## src/rtl/trade_record_csv_parser_assert.svh

```systemverilog
// assertion macros for the trade record parser
`ifndef TRADE_RECORD_CSV_PARSER_ASSERT_SVH
`define TRADE_RECORD_CSV_PARSER_ASSERT_SVH
// implication checked every cycle outside reset
`define TRCP_ASSERT_IMP(label, clk, rst, ante, cons, msg) \
   label: assert property (@(posedge clk) disable iff (rst) (ante) |-> (cons)) \
      else $error(msg);
// implication checked in the cycle after the antecedent
`define TRCP_ASSERT_NEXT(label, clk, rst, ante, cons, msg) \
   label: assert property (@(posedge clk) disable iff (rst) (ante) |=> (cons)) \
      else $error(msg);
`endif

```

## src/rtl/trcp_pkg.sv

```systemverilog
`timescale 1ns / 1ps
// ---------------------------------------------------------------------------
// trcp_pkg
// shared types and constants of the trade record parser
// ---------------------------------------------------------------------------
package trcp_pkg;
   localparam logic [3:0] ERR_NONE    = 4'd0;
   localparam logic [3:0] ERR_COUNT   = 4'd1;
   localparam logic [3:0] ERR_ID      = 4'd2;
   localparam logic [3:0] ERR_ACCOUNT = 4'd3;
   localparam logic [3:0] ERR_SYMBOL  = 4'd4;
   localparam logic [3:0] ERR_SIDE    = 4'd5;
   localparam logic [3:0] ERR_QTY     = 4'd6;
   localparam logic [3:0] ERR_PRICE   = 4'd7;
   localparam logic [3:0] ERR_TIME    = 4'd8;
   localparam logic [49:0] WHOLE_CEILING = 50'd922337203685477;
   localparam logic [49:0] MAX_WHOLE_RESET = 50'd100000000;
   localparam logic [2:0] LAST_FIELD = 3'd6;

   // one classified line byte from the front end
   typedef struct packed {
      logic       has_byte;
      logic [7:0] char_byte;
      logic       end_of_line;
   } item_type;

   typedef struct packed {
      logic [3:0]  error_code;
      logic [63:0] event_id;
      logic        sell_side;
      logic [63:0] quantity;
      logic [62:0] scaled_price;
      logic [63:0] timestamp;
      logic [11:0] account_start;
      logic [11:0] account_length;
      logic [11:0] symbol_start;
      logic [11:0] symbol_length;
   } result_type;
endpackage

```

## src/rtl/trcp_queue.sv

```systemverilog
`timescale 1ns / 1ps
// ---------------------------------------------------------------------------
// trcp_queue
// two-entry queue between byte intake and field parsing
// ---------------------------------------------------------------------------
module trcp_queue import trcp_pkg::*; (
   input  logic     clock,
   input  logic     reset,
   input  logic     wr_valid,
   output logic     wr_stall,
   input  item_type wr_data,
   output logic     rd_valid,
   input  logic     rd_stall,
   output item_type rd_data
);
   item_type   mem_ff [2];
   logic       wptr_ff, wptr_in, rptr_ff, rptr_in;
   logic [1:0] count_ff, count_in;
   logic       push, pop;

   assign wr_stall = (count_ff == 2'd2);
   assign rd_valid = (count_ff != 2'd0);
   assign rd_data  = mem_ff[rptr_ff];
   assign push = wr_valid & ~wr_stall;
   assign pop  = rd_valid & ~rd_stall;
   assign wptr_in  = push ? ~wptr_ff : wptr_ff;
   assign rptr_in  = pop ? ~rptr_ff : rptr_ff;
   assign count_in = count_ff + {1'b0, push} - {1'b0, pop};

   always_ff @(posedge clock) begin
      if (reset) begin
         wptr_ff  <= 1'b0;
         rptr_ff  <= 1'b0;
         count_ff <= 2'd0;
      end else begin
         wptr_ff  <= wptr_in;
         rptr_ff  <= rptr_in;
         count_ff <= count_in;
      end
   end

   always_ff @(posedge clock) begin
      if (push) mem_ff[wptr_ff] <= wr_data;
   end
endmodule

```

## src/rtl/trcp_parse.sv

```systemverilog
`timescale 1ns / 1ps
// ---------------------------------------------------------------------------
// trcp_parse
// per-byte field parser with registered result stage
// ---------------------------------------------------------------------------
module trcp_parse import trcp_pkg::*; #(
   parameter int MAX_LINE = 4096
) (
   input  logic        clock,
   input  logic        reset,
   input  logic [49:0] max_whole,
   input  logic        in_valid,
   output logic        in_stall,
   input  item_type    in_data,
   output logic        out_valid,
   input  logic        out_stall,
   output result_type  out_data
);
`include "trade_record_csv_parser_assert.svh"
   localparam int PW = $clog2(MAX_LINE);
   localparam logic [PW-1:0] POS_MAX = PW'(MAX_LINE - 1);

   logic [2:0]    fnum_ff, fnum_in;
   logic          extra_ff, extra_in;
   logic [PW-1:0] pos_ff, pos_in;
   logic [1:0]    phase_ff, phase_in;
   logic [63:0]   acc_ff, acc_in;
   logic          neg_ff, neg_in, dseen_ff, dseen_in, bad_ff, bad_in;
   logic          pt_ff, pt_in, gap_ff, gap_in, fds_ff, fds_in, fblk_ff, fblk_in;
   logic [2:0]    fcnt_ff, fcnt_in;
   logic [13:0]   facc_ff, facc_in;
   logic [2:0]    side_ff, side_in;
   logic [PW-1:0] sfirst_ff, sfirst_in, slast_ff, slast_in;
   logic [63:0]   id_ff, id_in, qty_ff, qty_in;
   logic [62:0]   price_ff, price_in;
   logic          sell_ff, sell_in;
   logic [11:0]   as_ff, as_in, al_ff, al_in, ss_ff, ss_in, sl_ff, sl_in;
   logic [3:0]    ferr_ff, ferr_in;
   logic          ov_ff;
   result_type    res_ff, res_in;
   logic          take, emit;

   logic [49:0]  lim;
   logic [7:0]   c;
   logic         fblank, blank, isdig, comma, closing, ok;
   logic [3:0]   dval;
   logic [63:0]  ilim, facc_sc, negacc;
   logic [67:0]  acc10, pnext;
   logic [PW:0]  slen;
   logic [63:0]  pfull;

   assign lim  = (max_whole > WHOLE_CEILING) ? WHOLE_CEILING : max_whole;
   assign take = in_valid & ~in_stall;
   assign in_stall = ov_ff & out_stall;
   assign out_valid = ov_ff;
   assign out_data  = res_ff;
   assign c      = in_data.char_byte;
   assign fblank = (c == 8'h20) || (c == 8'h09);
   assign blank  = fblank || (c == 8'h0d);
   assign isdig  = (c >= 8'h30) && (c <= 8'h39);
   assign dval   = c[3:0];
   assign comma  = (c == 8'h2c);
   // full-width times ten plus digit, compared against the field limit
   assign acc10  = {1'b0, acc_ff, 3'b0} + {3'b0, acc_ff, 1'b0};
   assign pnext  = acc10 + {64'b0, dval};
   assign ilim   = (fnum_ff == 3'd0) ? '1 : (neg_ff ? 64'h8000000000000000
                                                    : 64'h7fffffffffffffff);
   assign negacc = neg_ff ? (64'd0 - acc_ff) : acc_ff;
   assign slen   = {1'b0, slast_ff} - {1'b0, sfirst_ff} + 1'b1;
   // fraction scaled up to four digits
   always_comb begin
      facc_sc = 64'd0;
      if (fds_ff) begin
         unique case (fcnt_ff)
            3'd1:    facc_sc = 64'(facc_ff) * 64'd1000;
            3'd2:    facc_sc = 64'(facc_ff) * 64'd100;
            3'd3:    facc_sc = 64'(facc_ff) * 64'd10;
            default: facc_sc = 64'(facc_ff);
         endcase
      end
   end
   assign pfull = acc_ff * 64'd10000 + facc_sc;

   function automatic logic [11:0] sat12(input logic [PW:0] v);
      sat12 = (v > (PW+1)'(4095)) ? 12'd4095 : 12'(v);
   endfunction

   // field close and per-byte update
   always_comb begin
      fnum_in = fnum_ff; extra_in = extra_ff; pos_in = pos_ff; phase_in = phase_ff;
      acc_in = acc_ff; neg_in = neg_ff; dseen_in = dseen_ff; bad_in = bad_ff;
      pt_in = pt_ff; gap_in = gap_ff; fds_in = fds_ff; fblk_in = fblk_ff;
      fcnt_in = fcnt_ff; facc_in = facc_ff; side_in = side_ff;
      sfirst_in = sfirst_ff; slast_in = slast_ff;
      id_in = id_ff; qty_in = qty_ff; price_in = price_ff;
      sell_in = sell_ff; as_in = as_ff; al_in = al_ff; ss_in = ss_ff; sl_in = sl_ff;
      ferr_in = ferr_ff; res_in = res_ff; emit = 1'b0;
      closing = 1'b0;
      ok = ~bad_ff & dseen_ff;
      if (take && in_data.has_byte && comma && fnum_ff < LAST_FIELD) closing = 1'b1;
      if (closing) begin
         unique case (fnum_ff)
            3'd0: id_in = acc_ff;
            3'd1, 3'd2: begin
               ok = (phase_ff == 2'd2);
               if (fnum_ff == 3'd1) begin
                  as_in = sat12({1'b0, sfirst_ff}); al_in = sat12(slen);
               end else begin
                  ss_in = sat12({1'b0, sfirst_ff}); sl_in = sat12(slen);
               end
            end
            3'd3: begin
               ok = ~bad_ff & (side_ff == 3'd3 || side_ff == 3'd7);
               sell_in = (side_ff == 3'd7);
            end
            3'd4: qty_in = negacc;
            3'd5: begin
               if (acc_ff == 64'(lim) && facc_sc != 64'd0) ok = 1'b0;
               price_in = pfull[62:0];
            end
            default: ;
         endcase
         if (!ok && ferr_in == ERR_NONE) ferr_in = {1'b0, fnum_ff} + 4'd2;
         fnum_in = fnum_ff + 3'd1;
         phase_in = 2'd0; acc_in = '0; neg_in = 0; dseen_in = 0; bad_in = 0;
         pt_in = 0; fcnt_in = '0; facc_in = '0; side_in = '0;
         sfirst_in = '0; slast_in = '0; gap_in = 0; fds_in = 0; fblk_in = 0;
      end else if (take && in_data.has_byte && comma) begin
         extra_in = 1'b1;
      end else if (take && in_data.has_byte && !extra_ff
                   && !(phase_ff == 2'd0 && fblank)) begin
         if (phase_ff == 2'd0) sfirst_in = pos_ff;
         if (!blank) begin
            phase_in = 2'd2; slast_in = pos_ff;
         end else if (phase_ff == 2'd0) begin
            phase_in = 2'd1;
         end
         unique case (fnum_ff)
            3'd0, 3'd4, 3'd6: begin
               if (blank) gap_in = 1'b1;
               else if (gap_ff) bad_in = 1'b1;
               else if (isdig) begin
                  if (pnext > {4'b0, ilim}) bad_in = 1'b1;
                  else acc_in = pnext[63:0];
                  dseen_in = 1'b1;
               end else if (c == 8'h2d && fnum_ff != 3'd0 && !dseen_ff && !neg_ff)
                  neg_in = 1'b1;
               else bad_in = 1'b1;
            end
            3'd3: begin
               if (blank) gap_in = 1'b1;
               else if (gap_ff) bad_in = 1'b1;
               else begin
                  priority if (side_ff == 3'd0 && c == 8'h42) side_in = 3'd1;
                  else if (side_ff == 3'd0 && c == 8'h53) side_in = 3'd4;
                  else if (side_ff == 3'd1 && c == 8'h55) side_in = 3'd2;
                  else if (side_ff == 3'd2 && c == 8'h59) side_in = 3'd3;
                  else if (side_ff == 3'd4 && c == 8'h45) side_in = 3'd5;
                  else if (side_ff == 3'd5 && c == 8'h4c) side_in = 3'd6;
                  else if (side_ff == 3'd6 && c == 8'h4c) side_in = 3'd7;
                  else bad_in = 1'b1;
               end
            end
            3'd5: begin
               if (blank) begin
                  if (!pt_ff || fds_ff) gap_in = 1'b1;
                  else begin
                     if (fcnt_ff < 3'd7) fcnt_in = fcnt_ff + 3'd1;
                     if (c == 8'h0d) fblk_in = 1'b1;
                  end
               end else if (!pt_ff) begin
                  if (isdig) begin
                     if (gap_ff) bad_in = 1'b1;
                     else begin
                        if (pnext > 68'(lim)) bad_in = 1'b1;
                        else acc_in = pnext[63:0];
                        dseen_in = 1'b1;
                     end
                  end else if (c == 8'h2e) begin
                     if (!dseen_ff) bad_in = 1'b1;
                     pt_in = 1'b1; gap_in = 1'b0;
                  end else bad_in = 1'b1;
               end else if (isdig) begin
                  if (gap_ff || fblk_ff || fcnt_ff >= 3'd4) bad_in = 1'b1;
                  else begin
                     fcnt_in = fcnt_ff + 3'd1;
                     facc_in = 14'({facc_ff, 3'b0} + {facc_ff, 1'b0}) + 14'(dval);
                     fds_in = 1'b1;
                  end
               end else bad_in = 1'b1;
            end
            default: ;
         endcase
      end
      if (take && in_data.has_byte && pos_ff < POS_MAX) pos_in = pos_ff + 1'b1;
      if (take && in_data.end_of_line) begin
         emit = 1'b1;
         res_in = '0;
         // the last byte is folded in first, then the timestamp field closes
         if (fnum_in == LAST_FIELD && !extra_in) begin
            res_in.error_code = ferr_in;
            if (ferr_in == ERR_NONE && (bad_in || !dseen_in)) res_in.error_code = ERR_TIME;
         end else res_in.error_code = ERR_COUNT;
         if (res_in.error_code == ERR_NONE) begin
            res_in.event_id = id_in; res_in.sell_side = sell_in;
            res_in.quantity = qty_in; res_in.scaled_price = price_in;
            res_in.timestamp = neg_in ? (64'd0 - acc_in) : acc_in;
            res_in.account_start = as_in; res_in.account_length = al_in;
            res_in.symbol_start = ss_in; res_in.symbol_length = sl_in;
         end
         // start of a new line
         fnum_in = '0; extra_in = 0; pos_in = '0; phase_in = '0; acc_in = '0;
         neg_in = 0; dseen_in = 0; bad_in = 0; pt_in = 0; fcnt_in = '0; facc_in = '0;
         side_in = '0; sfirst_in = '0; slast_in = '0; gap_in = 0; fds_in = 0;
         fblk_in = 0; id_in = '0; qty_in = '0; price_in = '0;
         sell_in = 0; as_in = '0; al_in = '0; ss_in = '0; sl_in = '0; ferr_in = '0;
      end
   end

   always_ff @(posedge clock) begin
      if (reset) begin
         fnum_ff <= '0; extra_ff <= 0; pos_ff <= '0; phase_ff <= '0; acc_ff <= '0;
         neg_ff <= 0; dseen_ff <= 0; bad_ff <= 0; pt_ff <= 0; fcnt_ff <= '0;
         facc_ff <= '0; side_ff <= '0; sfirst_ff <= '0; slast_ff <= '0; gap_ff <= 0;
         fds_ff <= 0; fblk_ff <= 0; id_ff <= '0; qty_ff <= '0;
         price_ff <= '0; sell_ff <= 0; as_ff <= '0; al_ff <= '0; ss_ff <= '0;
         sl_ff <= '0; ferr_ff <= '0; ov_ff <= 1'b0;
      end else begin
         fnum_ff <= fnum_in; extra_ff <= extra_in; pos_ff <= pos_in;
         phase_ff <= phase_in; acc_ff <= acc_in; neg_ff <= neg_in;
         dseen_ff <= dseen_in; bad_ff <= bad_in; pt_ff <= pt_in; fcnt_ff <= fcnt_in;
         facc_ff <= facc_in; side_ff <= side_in; sfirst_ff <= sfirst_in;
         slast_ff <= slast_in; gap_ff <= gap_in; fds_ff <= fds_in; fblk_ff <= fblk_in;
         id_ff <= id_in; qty_ff <= qty_in; price_ff <= price_in;
         sell_ff <= sell_in; as_ff <= as_in; al_ff <= al_in; ss_ff <= ss_in;
         sl_ff <= sl_in; ferr_ff <= ferr_in;
         if (emit) ov_ff <= 1'b1;
         else if (!out_stall) ov_ff <= 1'b0;
      end
   end

   always_ff @(posedge clock) begin
      if (emit) res_ff <= res_in;
   end

   `TRCP_ASSERT_IMP(a_fnum_range, clock, reset, 1'b1, fnum_ff <= LAST_FIELD, "field number past last")
   `TRCP_ASSERT_NEXT(a_result_holds, clock, reset, ov_ff && out_stall, ov_ff && $stable(res_ff), "stalled result lost")
   `TRCP_ASSERT_NEXT(a_line_restart, clock, reset, emit, fnum_ff == 3'd0 && pos_ff == '0, "line state not cleared")
endmodule

```

## src/rtl/trade_record_csv_parser.sv

```systemverilog
`timescale 1ns / 1ps
// ---------------------------------------------------------------------------
// trade_record_csv_parser
// byte-serial parser of seven-field comma-separated trade lines
// ---------------------------------------------------------------------------
// usage
// - req_ channel: one line byte per transfer (req_has_byte, req_char_byte),
//   req_end_of_line marks the last transfer of a line; has_byte low with
//   end_of_line high is an empty line
// - rsp_ channel: one record per line, produced by the end-of-line transfer
// - csr_ port: write max_whole_units at any idle time, no read-back
// throughput: one byte per cycle while no record is stalled on rsp_, set by the per-byte times-ten accumulate
// record path: the end-of-line transfer is written into a queue entry, then
//   the parser update moves the record into the result register, which
//   drives rsp_valid
// reset: synchronous, clears line state, queue and result valid; limit
//   returns to 100000000
// rsp stall: the result register holds and the parser stops taking bytes;
//   the two-entry queue then fills and req_stall rises
// ---------------------------------------------------------------------------
module trade_record_csv_parser import trcp_pkg::*; #(
   parameter int MAX_LINE = 4096
) (
   input  logic        clock,
   input  logic        reset,
   input  logic        req_valid,
   output logic        req_stall,
   input  logic        req_has_byte,
   input  logic [7:0]  req_char_byte,
   input  logic        req_end_of_line,
   output logic        rsp_valid,
   input  logic        rsp_stall,
   output logic [3:0]  rsp_error_code,
   output logic [63:0] rsp_event_id,
   output logic        rsp_sell_side,
   output logic signed [63:0] rsp_quantity,
   output logic [62:0] rsp_scaled_price,
   output logic signed [63:0] rsp_timestamp,
   output logic [11:0] rsp_account_start,
   output logic [11:0] rsp_account_length,
   output logic [11:0] rsp_symbol_start,
   output logic [11:0] rsp_symbol_length,
   input  logic        csr_write,
   input  logic [49:0] csr_wdata
);
   logic [49:0] max_whole_ff;
   item_type    wr_item, rd_item;
   logic        q_valid, q_stall;
   result_type  res;

   // price limit register
   always_ff @(posedge clock) begin
      if (reset) max_whole_ff <= MAX_WHOLE_RESET;
      else if (csr_write) max_whole_ff <= csr_wdata;
   end

   assign wr_item = '{has_byte: req_has_byte, char_byte: req_char_byte,
                      end_of_line: req_end_of_line};

   // front: decouples the byte feed from field parsing
   trcp_queue u_queue (
      .clock, .reset,
      .wr_valid(req_valid), .wr_stall(req_stall), .wr_data(wr_item),
      .rd_valid(q_valid), .rd_stall(q_stall), .rd_data(rd_item)
   );

   // back: field state machine and result register
   trcp_parse #(.MAX_LINE(MAX_LINE)) u_parse (
      .clock, .reset, .max_whole(max_whole_ff),
      .in_valid(q_valid), .in_stall(q_stall), .in_data(rd_item),
      .out_valid(rsp_valid), .out_stall(rsp_stall), .out_data(res)
   );

   assign rsp_error_code     = res.error_code;
   assign rsp_event_id       = res.event_id;
   assign rsp_sell_side      = res.sell_side;
   assign rsp_quantity       = res.quantity;
   assign rsp_scaled_price   = res.scaled_price;
   assign rsp_timestamp      = res.timestamp;
   assign rsp_account_start  = res.account_start;
   assign rsp_account_length = res.account_length;
   assign rsp_symbol_start   = res.symbol_start;
   assign rsp_symbol_length  = res.symbol_length;
endmodule

```

## config.mk

```make
export PLATFORM = sky130hd
export DESIGN_NAME = trade_record_csv_parser
export DESIGN_NICKNAME = d
export VERILOG_FILES = /design/src/rtl/trcp_pkg.sv /design/src/rtl/trcp_queue.sv /design/src/rtl/trcp_parse.sv /design/src/rtl/trade_record_csv_parser.sv
export VERILOG_INCLUDE_DIRS = /design/src /design/src/rtl
export SDC_FILE = /design/constraint.sdc
export NUM_CORES = 2
export LEC_CHECK = 0
export BUFFER_PORTS_ARGS = -buffer_cell sky130_fd_sc_hd__buf_2
export CAP_MARGIN = 15
export CORE_MARGIN = 2
export CORE_UTILIZATION = 41
export CTS_CLUSTER_SIZE = 12
export DETAILED_ROUTE_END_ITERATION = 7
export GPL_TIMING_DRIVEN = 0
export PLACE_DENSITY = 0.66
export SYNTH_ARGS = -nofsm -noshare
export SYNTH_HDL_FRONTEND = slang
export SYNTH_SLANG_ARGS = --single-unit
```

## constraint.sdc

```tcl
create_clock -name clock -period 23.6 [get_ports clock]
set_input_delay 2.36 -clock clock [delete_from_list [all_inputs] [get_ports clock]]
set_output_delay 2.36 -clock clock [all_outputs]
set_load 0.005 [all_outputs]
```

==> results_dict.tcl <==
set metrics [dict create \
    wire_per_inst_um 23.5 \
    whs_path_depth 2 \
    dp_slack_ns 8.83 \
    drt_iter0_drc 4098 \
    hold_class "reg -> reg" \
    portBuffers 373 \
    io_pins 375 \
    crit_type "reg -> reg" \
    synth.area.mux_share_pct 3.53 \
    n_fill_cell 13189 \
    synth_edf_count 328 \
    leakagePower_nw 28.0 \
    synthXorXnorAreaFrac_pct 5.99 \
    die_y_um 376 \
    synth-adder-area-share_pct 21.3 \
    min-delay-start "u_parse.slast_ff[6]" \
    crit_fanout 10 \
    post-route-period-util_pct 64.8 \
    num_vias 48669 \
    clock_sinks 761 \
    grt_pass1_wl_um 303000 \
    hold_viol 0 \
    worstSetupEndpointType "flop" \
    power.share.switching_pct 35.7 \
    drive_above_1_share_pct 9.34 \
    fin_util_pct 46.6 \
    cts_resized 0 \
    syn_nets 7317 \
    relSlewSlack_pct 14.6 \
    clk_path_buf_depth 3 \
    multiInputGateArea_um2 34500 \
    power.internal_mw 2.77 \
    max_freq_ghz 0.0654 \
    pwr-share-comb_pct 29.8 \
    first_global_vias 47295 \
    syn_area_um2 56700 \
    postSynthAreaPerCell_um2 8.83 \
    post_cts_buffers 0 \
    fp-row-count 136 \
    synth_top_family_by_area "adder cells" \
    clk_pin_slew_worst_paths_ns 0.06 \
    seq_area_frac_synth_pct 32.7 \
    status "complete, no violations" \
    synth_compound_area_share_pct 13.3 \
    core_um2 137000 \
    htree_levels 3 \
    powerDensity_nw_per_um2 67.3 \
    async_flop_share_pct 0 \
    vias_per_cell 5.55 \
    fin_skew_ns 0.0609 \
    hold_buffers 0 \
    power_frac_clock_pct 31.6 \
    critPathSlowestCell "a22oi_1" \
    hold_end "u_parse.slast_ff[6]" \
    antenna_found_initial 10 \
    setup_viol 0 \
    dp_hpwl_um 167000 \
    r2r_setup_slack_ns 8.32 \
    max-vdd-ir-drop_mv 0.0601 \
    nets 7797 \
    maxCapViolCount 0 \
    grt_usage_pct 28.6 \
    total_power_mw 4.30 \
    ys_types 106 \
    cts_made_buffers 86 \
    startpoint_type "flop" \
    cp_top_family "compound AO/OA/AOI/OAI gates" \
    synthCells 6417 \
    cts_tree "yes" \
    power_frac_seq_pct 38.6 \
    insertion_delay_ns 0.72 \
    finalCriticalPeriod_ns 15.28 \
    critPathMaxStageDelay_ns 1.01 \
    rr_worst_depth 38 \
    start_util_pct 41.3 \
    setup_ws_ns 8.32 \
    area_growth_pct 12.9 \
    antenna_left 0 \
    register_area_um2 18500 \
    ys_ff_latch 761 \
    die_area_um2 141000 \
    dr.pass1.iters 6 \
    gp_congestion 1.03 \
    rsz0062_at_grt "false" \
    cp.required_ns 24.02 \
    grt.overflow.total 0 \
    switchingPower_mw 1.53 \
    root_buffer "clkbuf_16" \
    synth_simple_gate_area_share_pct 16.8 \
    grt_max_degree 52 \
    yosysWarningCount 0 \
    die_w_um 376 \
    tightest_slew_ns 1.27 \
    crit_buf_inv 8 \
    synthFlopType "dfxtp_1" \
    wl_um 206000 \
    drv_slew 0 \
    drc 0 \
    crit_arrival_ns 15.70 \
    r2r_end "u_parse.out_data[72]" \
]
-- final cells by class --
type	count	area share (%)
Sequential cell	761	28.9
Buffer	248	1.55
Clock inverter	32	0.640
Multi-Input combinational cell	4701	54.0
Antenna cell	5	0.0196
Timing Repair Buffer	392	3.40
Tap cell	1794	3.51
Inverter	707	4.15
Clock buffer	128	3.80
-- cell usage after synthesis, drive strengths merged (10+ instances only) --
cell / count / area share, %
a31oi: 52 / 0.59
clkbuf: 196 / 1.3
or3: 32 / 0.36
ha: 622 / 14
fa: 213 / 7.5
nor4: 37 / 0.49
a41oi: 11 / 0.17
dfxtp: 433 / 15
o211ai: 29 / 0.41
buf: 52 / 0.45
o21ai: 273 / 2.4
nor2: 978 / 6.5
o31ai: 20 / 0.26
inv: 707 / 4.7
o221ai: 10 / 0.17
and4: 17 / 0.26
edfxtp: 328 / 17
xnor2: 261 / 4.0
mux2i: 192 / 3.4
nand3: 84 / 0.77
o21bai: 32 / 0.42
a221oi: 19 / 0.36
a22oi: 37 / 0.49
nand2: 484 / 3.2
a211oi: 31 / 0.43
a21oi: 413 / 3.7
or4: 12 / 0.16
o2111ai: 11 / 0.17
or2: 19 / 0.21
a21boi: 13 / 0.18
o21a: 31 / 0.41
and2: 41 / 0.45
xor2: 126 / 1.9
and3: 41 / 0.45
nor3: 100 / 1.0
a311oi: 15 / 0.24
nand2b: 39 / 0.43
nand4: 99 / 1.1
o22ai: 10 / 0.11
a21o: 90 / 1.2
nor2b: 60 / 0.66
-- kinds of logic after synthesis --
logic type / count (synthesis)
AOI/OAI and AO/OA: 1190
xor gates and xnor gates: 387
adders and majority gates: 835
buffers and inverters: 955
DFF: 761
muxes: 199
and+or+nand+nor: 2090
-- how the worst max path moves through the flow --
stage | to | slack (ns) | cells past startpoint
final | u_parse.out_data[72] | 8.32 | 38
after global routing | u_parse.out_data[72] | 8.33 | 38
after CTS | u_parse.out_data[72] | 8.76 | 38
after detailed placement | u_parse.out_data[72] | 8.83 | 38
after global placement | u_parse.pt_ff | -9.24 | 7
after floorplan | u_parse.fcnt_ff[0] | 4.71 | 6
-- cells in the final DEF, fill, tap and decap left out, types with 192 or more instances in the layout --
| cell | Yosys | layout |
|---|---|---|
| nor2_1 | 978 | 977 |
| inv_1 | 707 | 706 |
| ha_1 | 622 | 622 |
| nand2_1 | 484 | 484 |
| dfxtp_1 | 433 | 433 |
| buf_2 | 31 | 405 |
| a21oi_1 | 403 | 403 |
| edfxtp_1 | 328 | 328 |
| xnor2_1 | 260 | 260 |
| o21ai_0 | 251 | 251 |
| clkbuf_1 | 196 | 224 |
| fa_1 | 213 | 213 |
| mux2i_1 | 192 | 192 |
-- worst min-delay path, stage by stage, from the launching register on --
cell and delay (ns):
dfxtp_1 0.31, nand2_1 0.05, a21oi_1 0.05
-- registers in the layout, indices dropped and copies added, names as in the netlist, 4 cells and up, named ones only --
register / cells
u_parse.facc_ff: 14
u_parse.pos_ff: 12
u_parse.sl_ff: 12
u_parse.as_ff: 12
u_parse.id_ff: 64
u_parse.ferr_ff: 4
u_queue.mem_ff: 20
u_parse.al_ff: 12
u_parse.out_data: 308
u_parse.price_ff: 63
u_parse.sfirst_ff: 12
u_parse.slast_ff: 12
max_whole_ff: 50
u_parse.acc_ff: 64
u_parse.ss_ff: 12
u_parse.qty_ff: 64
-- per-stage QoR --
step	hold slack, ns	cell area [µm²]	setup TNS, ns	instances
2_1_floorplan	0.436	56700	0	6417
3_3_place_gp	0.449	60800	-1878.13	8584
3_5_place_dp	0.455	61100	0	8602
4_1_cts	0.469	63900	0	8762
5_1_grt	0.476	64000	0	8763
6_report	0.463	64000	0	8768
-- power groups by stage --
| stage | Combinational, mW | Clock, mW | Sequential [mW] |
|---|---|---|---|
| floorplan | 0.738 | 0 | 1.77 |
| global placement | 1.20 | 0 | 1.84 |
| detailed placement | 1.25 | 0 | 1.69 |
| CTS | 1.26 | 1.38 | 1.66 |
| global route | 1.39 | 1.43 | 1.67 |
| finish | 1.28 | 1.36 | 1.66 |
-- metal layers --
layer,vias to the layer above,part of all wire (%),GRT usage [%]
li1,22966,-,-
met1,23364,43,38.0
met3,400,7.3,4.07
met5,-,0.034,0
met2,1929,45,45.8
met4,10,5.1,13.5
Power figures use the tool's default switching activity.
